`config.mk`:
```
export PLATFORM = sky130hd
export DESIGN_NAME = prd_sqrt_cell
export DESIGN_NICKNAME = d
export VERILOG_FILES = /design/src/rtl/core/prd_pkg.sv /design/src/rtl/core/prd_sqrt_cell.sv
export SDC_FILE = /design/constraint.sdc
export NUM_CORES = 1
export LEC_CHECK = 0
export BUFFER_PORTS_ARGS = -buffer_cell sky130_fd_sc_hd__buf_2
export CAP_MARGIN = 15
export CORE_MARGIN = 4
export CORE_UTILIZATION = 32
export CTS_BUF_LIST = sky130_fd_sc_hd__clkbuf_8
export CTS_CLUSTER_SIZE = 25
export DETAILED_ROUTE_END_ITERATION = 12
export PLACE_DENSITY = 0.65
export SLEW_MARGIN = 20
export SYNTH_ARGS = -nofsm -noshare
export SYNTH_HDL_FRONTEND = slang
export SYNTH_SLANG_ARGS = --single-unit
```
`constraint.sdc`:
```
create_clock -name clock -period 3.1 [get_ports clock]
set_input_delay 0.155 -clock clock [delete_from_list [all_inputs] [get_ports clock]]
set_output_delay 0.155 -clock clock [all_outputs]
set_load 0.005 [all_outputs]
```
`src/rtl/core/prd_pkg.sv`:
```
`timescale 1ns / 1ps
package prd_pkg;

   localparam int SQRT_STEPS = 32;
   localparam int DIV_STEPS  = 18;
   localparam int LANES      = 3;

   localparam logic [1:0] CSR_INV_FOCAL_X = 2'd0;
   localparam logic [1:0] CSR_INV_FOCAL_Y = 2'd1;
   localparam logic [1:0] CSR_CENTER_X    = 2'd2;
   localparam logic [1:0] CSR_CENTER_Y    = 2'd3;

   localparam logic [24:0] FOCAL_RESET = 25'd16777216;
   localparam logic [16:0] ONE_Q16     = 17'd65536;

   typedef struct packed {
      logic        valid;
      logic        nx;
      logic        ny;
      logic [28:0] ax;
      logic [28:0] ay;
      logic [63:0] rad;
      logic [34:0] rem;
      logic [31:0] root;
   } sqrt_type;

   typedef struct packed {
      logic [33:0] rem;
      logic [17:0] num;
      logic [17:0] quo;
      logic [32:0] den;
   } div_type;

endpackage

```
`src/rtl/core/prd_sqrt_cell.sv`:
```
`timescale 1ns / 1ps
module prd_sqrt_cell (
   input  logic              clock,
   input  logic              reset,
   input  prd_pkg::sqrt_type cell_in,
   output prd_pkg::sqrt_type cell_out
);

   prd_pkg::sqrt_type cell_ff;
   prd_pkg::sqrt_type cell_in_next;
   logic [34:0] pair;
   logic [34:0] trial;

   always_comb begin
      pair         = {cell_in.rem[32:0], cell_in.rad[63:62]};
      trial        = {1'b0, cell_in.root, 2'b01};
      cell_in_next = cell_in;
      cell_in_next.rad = {cell_in.rad[61:0], 2'b00};
      if (pair >= trial) begin
         cell_in_next.rem  = pair - trial;
         cell_in_next.root = {cell_in.root[30:0], 1'b1};
      end else begin
         cell_in_next.rem  = pair;
         cell_in_next.root = {cell_in.root[30:0], 1'b0};
      end
   end

   always_ff @(posedge clock) begin
      if (reset) begin
         cell_ff.valid <= 1'b0;
      end else begin
         cell_ff.valid <= cell_in_next.valid;
      end
      cell_ff.nx   <= cell_in_next.nx;
      cell_ff.ny   <= cell_in_next.ny;
      cell_ff.ax   <= cell_in_next.ax;
      cell_ff.ay   <= cell_in_next.ay;
      cell_ff.rad  <= cell_in_next.rad;
      cell_ff.rem  <= cell_in_next.rem;
      cell_ff.root <= cell_in_next.root;
   end

   assign cell_out = cell_ff;

endmodule

```
Word-level counts from Yosys, hierarchy flattened
Index checks and enable logic that the tools add are counted.
W data, S select, Z words.
{ "totals": {"elab_cells": 11, "mem_count": 0, "latchBits": 0, "input_bits": 194, "out_inout_bits": 192, "ram_bits": 0, "romBits": 0, "ff_bits": 190} }
{ "op_classes": {"n_bitwise": 0, "n_mul": 0, "n_addsub": 1, "magnitude_cmp": 1, "n_mux": 1, "shift": 0, "n_reduce_logical": 0, "n_eq_ne": 0, "div": 0} }
{ "op_table": {"columns": ["op", "n"], "rows": [
  ["$mux W67", 1],
  ["$ge A35 B34 Y1", 1],
  ["$sub A35 B34 Y35", 1]
]} }

Logic depth before layout (Yosys ltp)
{ "depth": {"depth_word": 2, "depth_mapped": 12, "depth_no_buf": 10} }

Worst setup path before layout
Ideal clock, no wire load.
{ "synth_timing": {"path_kind": "in2reg", "from": "input port cell_in[5] (netlist bit)", "to": "register cell_ff, in the netlist cell_out[60]", "setup_slack_ns": 0.654, "cell_stages": 11, "path_buffers": 1, "required_time_ns": 2.979, "t_arrival_ns": 2.324, "cell_sequence": "inv_1 -> ha_1 -> and4_1 -> nand3b_1 -> o2111a_1 -> o21a_4 -> a311oi_4 -> nor3_4 -> nor2_4 -> buf_8 -> mux2_4"} }
{ "synth_lines": {"columns": ["item", "line", "rtl"], "rows": [
  ["start: declaration", "prd_sqrt_cell.sv:5", "input prd_pkg::sqrt_type cell_in,"],
  ["end: declaration", "prd_sqrt_cell.sv:9", "prd_pkg::sqrt_type cell_ff;"]
]} }

==> results.md <==
- Outcome: complete, no violations
- Clk sinks: 190
- Syn-to-layout area delta: 70.1%
- Worst min path class: input pin to register
- Max-cap violations: 0
- Critical Path RT: 3460 ps
- Core Util, Final: 0.560
- TritonCTS clock tree: done
- PD cells: 513 nW/µm²
- DR iter-0 viols: 142
- Gr ovfl total: 0
- Clk buf depth: 2
- CP peak stage delay: 560 ps
- # DRC: 0
- Mapped Cells: 544
- Critical path peak fanout: 28
- Leading area contributor after synthesis: dfxtp_1
- Worst slew pin tran: 558 ps
- Number of flops mapped to enable cells by yosys: 0
- Met1 Track Usage GR: 0.264
- Largest net degree at the start of global routing: 29
- First-pass GRT wire length: 38.2 mm
- Crit path arrival time: 3240 ps
- Final period util: 0.928
- Distinct cells, synth: 62
- TNS Setup: 0 ps
- Most common cell after layout, fill and taps aside: buf_2
- Rows: 51
- Die Y-Extent: 150 µm
- H-tree Lvls: 4
- Peak Freq: 348 MHz
- Primary FF master, synth: dfxtp_1
- Initial core utilization: 0.329
- Unrepaired setup endpoints after global routing: no
- Power Total: 5.65 mW
- Hold Fails Final Rpt: 0
- Post-detailed-route count of antenna-violating nets: 0
- Routed wire per std cell: 18.6 µm
- CP max stage cell: dlygate4sd3_1
- Placement-stage cell area: 8680 µm²
- I/O pins: 386
- Ys async rst share: 0
- Syn_area_per_cell: 11.9 µm²
- Cell area after synthesis: 6470 µm²
- Register area share after synthesis: 0.588
- Layout cells sized above 1: 0.405
- Grt met2 use: 0.389
- Most Used Layer, Global Route: met2
- Slew Limit Fails: 0
- Crit end category: register
- Total GRT Usage: 0.224
- Dpl ws: 303 ps
- GR Layer Usage met3: 0.0632
- Clock share of power: 0.300
- P_leak: 5.40 nW
- Via count: 6169
- Commonest non-fill, non-tap cells in the layout: buf_2 (381), dfxtp_1 (190), dlygate4sd3_1 (189)
- Clock buffer count from CTS: 17
- Avg Vias per Cell: 4.38
- Reg power frac: 0.478
- Final min period: 2880 ps
- DP HPWL: 19.3 mm
- 1st-pass router iterations: 4
- Final worst slack: 225 ps
- Psw: 1.68 mW
- Crit. Startpoint: cell_in[14]
- Root Buffer: clkbuf_8
- Worst slew margin: 0.624
- Peak VDD IR: 0.000306 V
- Final setup fails: 0
- Finished Cell Area: 11000 µm²
- Synth top area cells: dfxtp_1 (59%), ha_1 (6.6%), mux2_4 (5.6%)
- Die width: 150 µm
- Total detailed-routing wirelength: 26.2 mm
- Yosys warnings: 0
- Crit Path Category: input pin to register
- Yosys top cell area share: 0.588
- Synthesized flop and latch total: 190
- CP Launch Type: input pin
- Die area: 22600 µm²
- Combinational power share: 0.222
- GPL Wtd Cong: 0.889
- Max reg flops: 190
- Clock Pin Slew Worst Setup and Hold Paths: 100 ps
- Hold Path Origin: cell_in[59]
- Pint: 3.97 mW
- Core area: 19700 µm²
- Initial antenna violation count: 1
- Switching power share of the total: 0.298
- Cell breakdown of the critical path: dlygate4sd3_1 > buf_2 > inv_1 > ha_1 > a21oi_2 > o21ai_1 > a21oi_1 > o21ai_0 > a311oi_4 > nor3_4 > nor2_4 > buf_12 > mux2_2
- Vias in the first global route: 6547
- Nets: 1358
- PortBufs: 381
cells in the mapped netlist, types with 5 or more instances:
library cell  instances
and3_1                5
inv_1                44
dfxtp_1             190
a21oi_1              32
mux2_4               24
ha_1                 34
o21ai_0              18
nor3_1               11
xnor2_1              20
nor2_1               22
nand2_1              24
mux2_2                5
a21o_1                9
nor2b_1               5
xor2_1               11
nand4_1               8
o21a_1               10
cell type report:
type | count | area (µm²)
fill | 1707 | 8650
timing repair buffer | 576 | 3860
sequential | 190 | 3800
multi-input combinational | 300 | 2410
tap | 265 | 332
clock buffer | 17 | 234
clock inverter | 15 | 198
inverter | 45 | 169
antenna | 1 | 2.50
worst paths after layout:
check | to | slack, ps | cells after the start
worst max-delay path | cell_out[36]$_DFF_P_ | 220 | 13
worst min-delay path | cell_out[61]$_DFF_P_ | 140 | 3
power groups by stage:
stage                     Sequential, mW  Clock, mW  Combinational, mW
after floorplan                     2.79          0              0.538
after global placement              2.75          0               1.04
after detailed placement            2.75          0               1.05
after CTS                           2.70       1.75               1.26
after global routing                2.72       1.85               1.36
final                               2.70       1.70               1.25
layer usage:
layer  vias up  share of wire
li1       3035              -
met3        51          0.066
met1      2839           0.41
met4         0          0.034
met5         -              0
met2       244           0.49
repair_timing:
| action | CTS | global route |
|---|---|---|
| endpoints found under the setup margin | 0 | 0 |
| hold buffers | 189 | 0 |
| endpoints found under the hold margin | 188 | 0 |
| gates resized for setup | 0 | 0 |
| buffers inserted | 0 | 0 |
per-stage QoR:
step	hold slack [ps]	std cells
after floorplan	183	545
after global placement	257	1187
after detailed placement	259	1187
after CTS	99.6	1408
after global routing	102	1409
final	137	1409
critical path, delay by kind of cell:
| family | cells | cell delay (ps) |
|---|---|---|
| mux | 1 | 360 |
| buf+inv | 4 | 980 |
| compound gates | 5 | 1120 |
| fa+ha+maj | 1 | 400 |
| simple gates | 2 | 220 |
cells by family after synthesis:
family                     Yosys count  share of synthesized area
DFF                                190                      0.588
adders and majority gates           34                     0.0657
buffers and inverters               55                     0.0400
muxes                               32                     0.0690
xor gates and xnor gates            31                     0.0420
AOI/OAI and AO/OA                  106                      0.117
other                                1                   0.000579
and+or+nand+nor                     95                     0.0775
Power figures use the tool's default switching activity.
