**src/rtl/core/prd_pkg.sv**
```systemverilog
`timescale 1ns / 1ps
package prd_pkg;

   localparam int SQRT_STEPS = 32;
   localparam int DIV_STEPS  = 18;
   localparam int LANES      = 3;

   localparam logic [1:0] CSR_INV_FOCAL_X = 2'd0;
   localparam logic [1:0] CSR_INV_FOCAL_Y = 2'd1;
   localparam logic [1:0] CSR_CENTER_X    = 2'd2;
   localparam logic [1:0] CSR_CENTER_Y    = 2'd3;

   localparam logic [24:0] FOCAL_RESET = 25'd16777216;
   localparam logic [16:0] ONE_Q16     = 17'd65536;

   typedef struct packed {
      logic        valid;
      logic        nx;
      logic        ny;
      logic [28:0] ax;
      logic [28:0] ay;
      logic [63:0] rad;
      logic [34:0] rem;
      logic [31:0] root;
   } sqrt_type;

   typedef struct packed {
      logic [33:0] rem;
      logic [17:0] num;
      logic [17:0] quo;
      logic [32:0] den;
   } div_type;

endpackage

```
**src/rtl/core/prd_div_cell.sv**
```systemverilog
`timescale 1ns / 1ps
module prd_div_cell (
   input  logic             clock,
   input  prd_pkg::div_type cell_in,
   output prd_pkg::div_type cell_out
);

   prd_pkg::div_type cell_ff;
   prd_pkg::div_type cell_in_next;
   logic [33:0] shifted;

   always_comb begin
      shifted      = {cell_in.rem[32:0], cell_in.num[17]};
      cell_in_next = cell_in;
      cell_in_next.num = {cell_in.num[16:0], 1'b0};
      if (shifted >= {1'b0, cell_in.den}) begin
         cell_in_next.rem = shifted - {1'b0, cell_in.den};
         cell_in_next.quo = {cell_in.quo[16:0], 1'b1};
      end else begin
         cell_in_next.rem = shifted;
         cell_in_next.quo = {cell_in.quo[16:0], 1'b0};
      end
   end

   always_ff @(posedge clock) begin
      cell_ff <= cell_in_next;
   end

   assign cell_out = cell_ff;

endmodule

```
**config.mk**
```make
export PLATFORM = sky130hd
export DESIGN_NAME = prd_div_cell
export DESIGN_NICKNAME = d
export VERILOG_FILES = /design/src/rtl/core/prd_pkg.sv /design/src/rtl/core/prd_div_cell.sv
export SDC_FILE = /design/constraint.sdc
export NUM_CORES = 1
export LEC_CHECK = 0
export ABC_AREA = 1
export BUFFER_PORTS_ARGS = -buffer_cell sky130_fd_sc_hd__buf_2
export CAP_MARGIN = 10
export CORE_MARGIN = 5
export CORE_UTILIZATION = 25
export DETAILED_ROUTE_END_ITERATION = 7
export RECOVER_POWER = 100
export SLEW_MARGIN = 5
export SYNTH_ARGS = -nofsm -noshare
export SYNTH_HDL_FRONTEND = slang
export SYNTH_SLANG_ARGS = --single-unit
export TNS_END_PERCENT = 50
```
**constraint.sdc**
```tcl
create_clock -name clock -period 1.5 [get_ports clock]
set_input_delay 0 -clock clock [delete_from_list [all_inputs] [get_ports clock]]
set_output_delay 0 -clock clock [all_outputs]
set_load 0.05 [all_outputs]
```
# --- Yosys cells after proc, flatten, opt, wreduce, memory -nomap -nowiden ---
# Index checks and enable logic that the tools add are counted.
word_totals:
  register_bits: 102
  inputBits: 104
  out_inout_bits: 103
  wordCells: 8
classes:
  n_addsub: 1
  order_cmp: 1
  muxes: 2
op_table:
  columns: ["cell", "count"]
  rows:
  - ["$ge 34x33->1", 1]
  - ["$mux 34", 1]
  - ["$sub 34x33->34", 1]
  - ["$mux 1", 1]

# --- Logic depth before layout (Yosys ltp) ---
# Gate-level depths: netlist (run 1).
depth:
  word_depth: 2
  ltp_mapped: 16

# --- Worst setup path before layout (run 1) ---
# OpenSTA, ideal clock, no wires.
synth_path:
  kind: "input to register"
  start: "input port cell_in[68] (netlist name)"
  end: "register cell_ff (netlist bit cell_out[100])"
  t_arrival_ps: 1443
  path_buffers: 1
  path_slack_ps: -1
  required_time_ps: 1442
  stages: 14
  path_cell_list: "inv_1 ha_1 inv_1 fa_1 nand3_1 nand3_2 nand2_1 nand2_2 nand3_2 nand2_4 inv_4 buf_6 nand2_1 nand2_1"
synth_rtl:
  columns: ["item", "line_no", "source"]
  rows:
  - ["from (decl)", "prd_div_cell.sv:4", "input prd_pkg::div_type cell_in,"]
  - ["to (signal assigned)", "prd_div_cell.sv:26", "cell_ff <= cell_in_next;"]
  - ["to (decl)", "prd_div_cell.sv:8", "prd_pkg::div_type cell_ff;"]

==> results of run 1 <==
[cells in the mapped netlist, types with 3 or more instances]
master    count
o21bai_1      3
nand2_2       4
o21ai_0       8
nor2_1       48
inv_1       143
nand2_1     298
dfxtp_1     102
buf_6         6
ha_1         33
nand3_1      40
nand3b_1      9
nor3_1        5
xor2_1       14
a21oi_1      25
nand4_1       7
[cell usage in the layout, fill, tap and decap left out, types with 2 or more instances in the layout]
cell	count
nand2_1	277
nor2_2	10
nand2_4	2
ha_1	14
o21ai_0	7
clkbuf_1	113
o21bai_1	3
buf_4	111
or2_2	2
buf_12	2
nor2_1	39
nor3_1	4
inv_2	5
dlygate4sd3_1	101
inv_1	139
clkbuf_16	12
nand3_2	11
nand3b_1	9
ha_4	17
nand2_2	24
dfxtp_1	102
nand3_1	31
buf_2	90
inv_6	3
inv_8	2
buf_6	5
xor2_1	14
a21oi_2	6
ha_2	2
nand4_1	7
a21oi_1	20
[logic make-up (layout without fill, tap and decap cells)]
group                    Yosys count  in the layout
buffers and inverters            153            589
AO/OA/AOI/OAI                     38             38
XOR/XNOR                          15             15
adder cells (fa/ha/maj)           34             34
flip-flops                       102            102
AND/OR/NAND/NOR                  422            422
other                              1              2
[power by group]
group | internal [mW] | switching, mW
Combinational | 1.24 | 2.27
Sequential | 2.99 | 0.0693
Clock | 1.20 | 1.15
[critical path, stage by stage]
cell	delay, ps
buf_2	80
inv_1	40
ha_1	360
nand2_2	100
inv_1	70
a21oi_2	160
o21ai_1	110
nand2_1	80
nand2_1	50
nor2_2	120
nand2_4	90
buf_12	150
clkbuf_16	160
nand2_1	50
o21ai_0	70
[area by class of cell]
cell class              instances  area share [%]
multi-input cells             510           32.14
repair buffers                425           31.93
flip-flops and latches        102           22.56
inverters                     146           6.193
well taps                     270           3.732
clock buffers                  10           2.640
clock inverters                 6          0.5806
repair inverters                2          0.1935
diodes                          1         0.02765
[path summary, 6_finish.rpt]
kind,startpoint,end,cells past startpoint
min,cell_in[101],cell_out[102],4
max,cell_in[25],cell_out[69],15
[timing repair]
action	4_1_cts	5_1_grt
endpoints found under the setup margin	32	34
hold buffers	101	0
resized for setup	2	77
setup buffers	0	7
pin swaps	0	15
cloned	0	8
endpoints found under the hold margin	101	0
[metal layers]
metal  up-vias  GRT usage, %
met5         -             0
met4         2         3.953
met3        26         3.598
met2       163         25.94
met1      2610         19.82
li1       3178             -
==> metrics.md, run 1 <==
| Metric | Value |
|---|---|
| Max VDD drop | 535.8 µV |
| Final Cycle Share | a little over nine tenths |
| Remaining global-route overflow | 0 |
| Total GRT Usage | roughly 15% |
| Vias | 5,979 |
| Mean area per synthesized cell | slightly below 7 µm² |
| First-pass GRT wire length | 29.60 mm |
| Mapped Area | slightly above 5000 µm² |
| Area of the multi-input gates | between 2000 and 3000 µm² |
| Dpl hpwl | 14.10 mm |
| Yosys reg bits | between 100 and 150 |
| Routed wire length per instance | between 10 and 15 µm |
| Met3 Wirelength | ~1.2 mm |
| Synth async-reset ratio | 0% |
| Final setup fails | 0 |
| Inst Count DP | ~1.3k |
| Routed WL | approximately 20 mm |
| Share of the synthesized area in the top cell type | between 30% and 40% |
| Slew @ Worst Pin | about 640 ps |
| Fmax | approximately 0.7 GHz |
| Antenna viol nets, final | 0 |
| DRT met1 WL | between 9 and 10 mm |
| Final Hold Vio Count | 0 |
| Top cells by area, synth | dfxtp_1, nand2_1, inv_1, ha_1, nand3_1 |
| Max reg flops | slightly above 100 |
| Post-route minimum period | roughly 1500 ps |
| Post-synth EDFFs | 0 |
| Vias per std cell | between 4 and 5 |
| Synth Flop Type | dfxtp_1 |
| Total Die Area | ~24,000 µm² |
| Hold WC Path Type | input port to register |
| Met2 Wirelength | approximately 9.2 mm |
| DP Area | between 7000 and 8000 µm² |
| Clk sinks | 102 |
| Initial Utilization | 25.47% |
| Final hold slack | 74.03 ps |
| Synth Net Count | ~900 |
| Post-route setup slack | between 40 and 50 ps |
| Setup TNS after final layout | 0 ps |
| Iter 0 DRT Violations | approximately 230 |
| Power consumption | 8.924 mW |
| Worst setup EP type | register |
| Die height | around 150 µm |
| MaxCap Viol Count | 0 |
| Inserted Clock Buffers | 9 |
| Largest family of logic cells by synthesized area | simple AND/OR/NAND/NOR gates |
| Leak Pwr | 4.694 nW |
| Core Box Area | between 20,000 and 25,000 µm² |
| DRC | 0 |
| Root cell of the clock tree | clkbuf_16 |
| Seq/Total Area, Yosys | between 30% and 40% |
| Max Root-Sink Buffers | 2 |
| Register area | around 2000 µm² |
| Vias in the first global route | approximately 6.0k |
| Final Cell Area | between 9000 and 10,000 µm² |
| Drt first pass iters | 5 |
| Adder-cell area share of the yosys netlist | between 8 and 9% |
| Power density cells | slightly below 1000 nW/µm² |
| WS Path Type | input port to register |
| Status | finished, final reports clean |
| CTS clk-pin slew, worst paths | approximately 80 ps |
| Final max-slew violation count | 0 |
| Synth Area in Simple Gates | between 30% and 40% |
| Routability cong. | between 0.8 and 0.9 |
| Die W | between 150 and 200 µm |
| CP Max Fanout | 5 |
| Layout cells sized above 1 | between 20% and 30% |
| IO buf count | ~200 |
| Startpoint types | input port |
| Cell count after synthesis | 765 |
| Rows | 52 |
| Post-synthesis mux area share | 0% |
| DR top layer | met5 |
| Fillers | ~2.1k |
| Worst path required time | around 1800 ps |
| Fin cells | 1,472 |
| RSZ-0062 raised after global routing | true |
| H-tree levels | 3 |
| Arrival @ worst endpoint | about 1700 ps |
| Area delta synth->final | 74.48% |
| Ports | a little over 200 |
| Largest net degree at the start of global routing | 36 |
| Worst slew margin | 57.84% |
| Synth Area in Compound Gates | under 10% |
| Core Util, Final | roughly 44% |
| Initial antenna violation count | 2 |
| Distinct cell type count after synthesis | 31 |
| Place WS | -432.4 ps |
| Synth area leader | dfxtp_1 |
| Yosys warns | 0 |
| CTS tree | yes |
| Xor and xnor area share after synthesis | roughly 2.5% |
| Nets | 1,334 |
Note: power is estimated with default switching activity, not from simulation.
==> inputs of run 2 (changes only) <==
- ABC_AREA: 1 -> not set
- CORE_UTILIZATION: 25 -> 42
- PLACE_DENSITY: not set -> 0.76
==> run 2 against run 1 <==
Compared with the run above:
- the run now ends with negative setup slack left
- power decreased by 7.4%
- die area down 47%
- cell count fell by 30%
- critical path depth is the same
- fmax shrank 25%
- clock-buffer cell count decreased by 1
- highest routed layer is now met4
==> metrics.md, run 2 <==
| Metric | Value |
|---|---|
| Drt first pass iters | 5 (unchanged) |
| Worst setup EP type | register (unchanged) |
| Most common cell after layout, fill and taps aside | buf_2 (was nand2_1) |
| Area of the multi-input gates | 2376 µm² (was 2909 µm²) |
| Antenna viol nets, final | 0 (unchanged) |
| Power density cells | 1028 nW/µm² (was 985.9 nW/µm²) |
| Place WS | -887.5 ps (was -432.4 ps) |
| Iter 0 DRT Violations | 184 (was 234) |
| H-tree levels | 3 (unchanged) |
| Mapped Area | 4393 µm² (was 5187 µm²) |
| Max VDD drop | 559.0 µV (was 535.8 µV) |
| Synth async-reset ratio | 0% (unchanged) |
| Leak Pwr | 3.969 nW (was 4.694 nW) |
| Layout cells sized above 1 | 43.62% (was 26.14%) |
| Routability cong. | 0.9007 (was 0.8759) |
| Worst path required time | 1770 ps (was 1750 ps) |
| Critical path buffer and inverter count | 5 (unchanged) |
| Synth cell count leaders | dfxtp_1, a21oi_1, inv_1 (was nand2_1, inv_1, dfxtp_1) |
| Post-route setup slack | -432.5 ps (was 47.62 ps) |
| Die height | 112.3 µm (was 154.1 µm) |
| Core Box Area | 10,280 µm² (was 20,360 µm²) |
| Vias in the first global route | 5,387 (was 5,991) |
| Root cell of the clock tree | clkbuf_8 (was clkbuf_16) |
| Post-route minimum period | 1932 ps (was 1452 ps) |
| Yosys warns | 0 (unchanged) |
| Critical Path End | cell_out[89] (was cell_out[69]) |
| # diodes | 0 (was 1) |
| Routed wire length per instance | 16.01 µm (was 13.61 µm) |
| Top cells by area, synth | dfxtp_1, ha_1, a21oi_1, xnor2_1, inv_1 (was dfxtp_1, nand2_1, inv_1, ha_1, nand3_1) |
| MaxCap Viol Count | 0 (unchanged) |
| WS Path Type | input port to register (unchanged) |
| Clk sinks | 102 (unchanged) |
| Mean area per synthesized cell | 9.509 µm² (was 6.781 µm²) |
| Synth Net Count | 600 (was 903) |
| Failing checks | negative setup slack |
| Total GRT Usage | 24.84% (was 15.39%) |
| Distinct cell type count after synthesis | 55 (was 31) |
| Largest net degree at the start of global routing | 20 (was 36) |
| Rows | 37 (was 52) |
| Synth area leader | dfxtp_1 (unchanged) |
| Status | finished, violations left (was finished, final reports clean) |
| Fmax | 0.5175 GHz (was 0.6885 GHz) |
| Vias per std cell | 4.917 (was 4.062) |
| Final hold slack | 155.5 ps (was 74.03 ps) |
| Share of the synthesized area in the top cell type | 46.48% (was 39.36%) |
| Most frequent cells in the layout | buf_2, buf_4, dfxtp_1, dlygate4sd3_1, a21oi_1 (was nand2_1, inv_1, clkbuf_1, buf_4, dfxtp_1) |
| RSZ-0062 raised after global routing | true (unchanged) |
| Startpoint types | input port (unchanged) |
| Crit path launch | cell_in[68] (was cell_in[25]) |
| Vias | 5,064 (was 5,979) |
| Die W | 112.3 µm (was 154.1 µm) |
| Routed WL | 16.49 mm (was 20.04 mm) |
| CTS clk-pin slew, worst paths | 110 ps (was 80 ps) |
| Seq/Total Area, Yosys | 46.48% (was 39.36%) |
| Hold WC Path Type | input port to register (unchanged) |
| Arrival @ worst endpoint | 2200 ps (was 1700 ps) |
| Final Cycle Share | 128.8% (was 96.83%) |
| Inserted Clock Buffers | 9 (unchanged) |
| Crit path cell chain | buf_12 > inv_12 > ha_4 > inv_2 > fa_2 > a211oi_4 > o21ai_1 > o211ai_1 > buf_4 > a21oi_2 > buf_4 > a31oi_4 > o21ai_1 > xnor2_1 > a21oi_2 (was buf_2 > inv_1 > ha_1 > nand2_2 > inv_1 > a21oi_2 > o21ai_1 > nand2_1 > nand2_1 > nor2_2 > nand2_4 > buf_12 > clkbuf_16 > nand2_1 > o21ai_0) |
| Register area | 2042 µm² (unchanged) |
| Max incr delay on CP | 380 ps (was 360 ps) |
| Critical path's top delay family | compound AO/OA/AOI/OAI gates (was buffers and inverters) |
| Post-synth EDFFs | 0 (unchanged) |
| Cell count after synthesis | 462 (was 765) |
| Initial Utilization | 42.74% (was 25.47%) |
| Area delta synth->final | 83.00% (was 74.48%) |
| Nets | 1,027 (was 1,334) |
| Max Root-Sink Buffers | 2 (unchanged) |
| Total Die Area | 12,600 µm² (was 23,730 µm²) |
| CTS tree | yes (unchanged) |
| CP Max Fanout | 2 (was 5) |
| Remaining global-route overflow | 0 (unchanged) |
| Synth Flop Type | dfxtp_1 (unchanged) |
| Dpl hpwl | 11.06 mm (was 14.10 mm) |
| DRC | 0 (unchanged) |
| Ports | 207 (unchanged) |
| Final setup fails | 35 (was 0) |
| Final max-slew violation count | 0 (unchanged) |
| First-pass GRT wire length | 25.85 mm (was 29.60 mm) |
| IO buf count | 203 (unchanged) |
| Critical path depth in cells | 15 (unchanged) |
| Most frequent cell after synthesis | dfxtp_1 (was nand2_1) |
| CP max-delay cell | fa_2 (was ha_1) |
| Max reg flops | 102 (unchanged) |
| Yosys reg bits | 102 (unchanged) |
| Final Hold Vio Count | 0 (unchanged) |
| Fillers | 675 (was 2,114) |
| Initial antenna violation count | 0 (was 2) |
-- run 2: cell count changes after synthesis, sizes merged, moves of 7 or more --
| cell | before | now |
|---|---|---|
| xnor2 | 1 | 20 |
| nand3b | 9 | 0 |
| a21o | 1 | 14 |
| clkbuf | 0 | 12 |
| nand2 | 303 | 26 |
| mux2 | 0 | 7 |
| nor2 | 50 | 38 |
| nand3 | 42 | 7 |
| a21oi | 26 | 58 |
| o21ai | 8 | 25 |
| inv | 145 | 40 |
-- run 2: power by group --
group / internal, mW / switching [mW]
clock: 0.645 / 1.05
sequential: 3.00 / 0.0849
combinational: 1.37 / 2.11
total: 5.01 / 3.25
-- run 2: repair_timing --
item,4_1_cts,5_1_grt
buffers inserted,3,1
endpoints found under the hold margin,101,2
pin swaps,3,1
endpoints found under the setup margin,35,35
cloned,1,1
hold buffers,99,3
gates resized for setup,24,22
-- run 2: cells by family after synthesis --
kind of cell,synth area share [%]
AND/OR/NAND/NOR,10.05
buffers and inverters,5.497
multiplexers,2.364
other,0.08536
XOR/XNOR,5.782
AO/OA/AOI/OAI,19.88
flip-flops,46.48
adder cells (fa/ha/maj),9.855
-- run 2: worst min-delay path, delay by kind of cell --
kind	cells	cell delay [ps]
adders and majority gates	1	160
buffers and inverters	1	110
xor gates and xnor gates	1	110
muxes	1	130
-- run 2: cell type report --
type / count / share of cell area (%)
Tap cell: 136 / 2.117
Inverter: 40 / 2.023
Multi-Input combinational cell: 303 / 29.56
Clock buffer: 9 / 1.541
Clock inverter: 7 / 0.8405
Sequential cell: 102 / 25.40
Timing Repair Buffer: 433 / 38.52
-- run 2: worst min-delay path by stage --
stage,startpoint,to,slack [ps],cells past startpoint
final,cell_in[71],cell_out[72],160,4
after global routing,cell_in[69],cell_out[70],170,4
after CTS,cell_in[0],cell_out[0],-240,1
after detailed placement,cell_in[63],cell_out[64],100,1
after global placement,cell_in[65],cell_out[66],100,1
after floorplan,cell_in[0],cell_out[0],30,0
-- run 2: through the flow --
stage | cell area [µm²] | TNS (ps) | power [mW] | cells | util [%]
CTS | 7916 | -11400 | 8.158 | 1025 | 77.03
finish | 8039 | -13030 | 8.260 | 1030 | 78.22
global placement | 6576 | -25880 | 6.173 | 906 | 63.99
detailed placement | 6576 | -27540 | 6.214 | 906 | 63.99
floorplan | 4543 | -15950 | 5.156 | 462 | -
global route | 8039 | -17390 | 8.629 | 1030 | 78.22
-- run 2: routing by layer --
layer  GRT usage (%)  vias up  part of all wire [%]
met5               0        -                     0
met4           8.173        0                   2.7
met3           4.420       42                   6.1
met2           47.40      206                    53
met1           27.58     2372                    38
li1                -     2444                     -
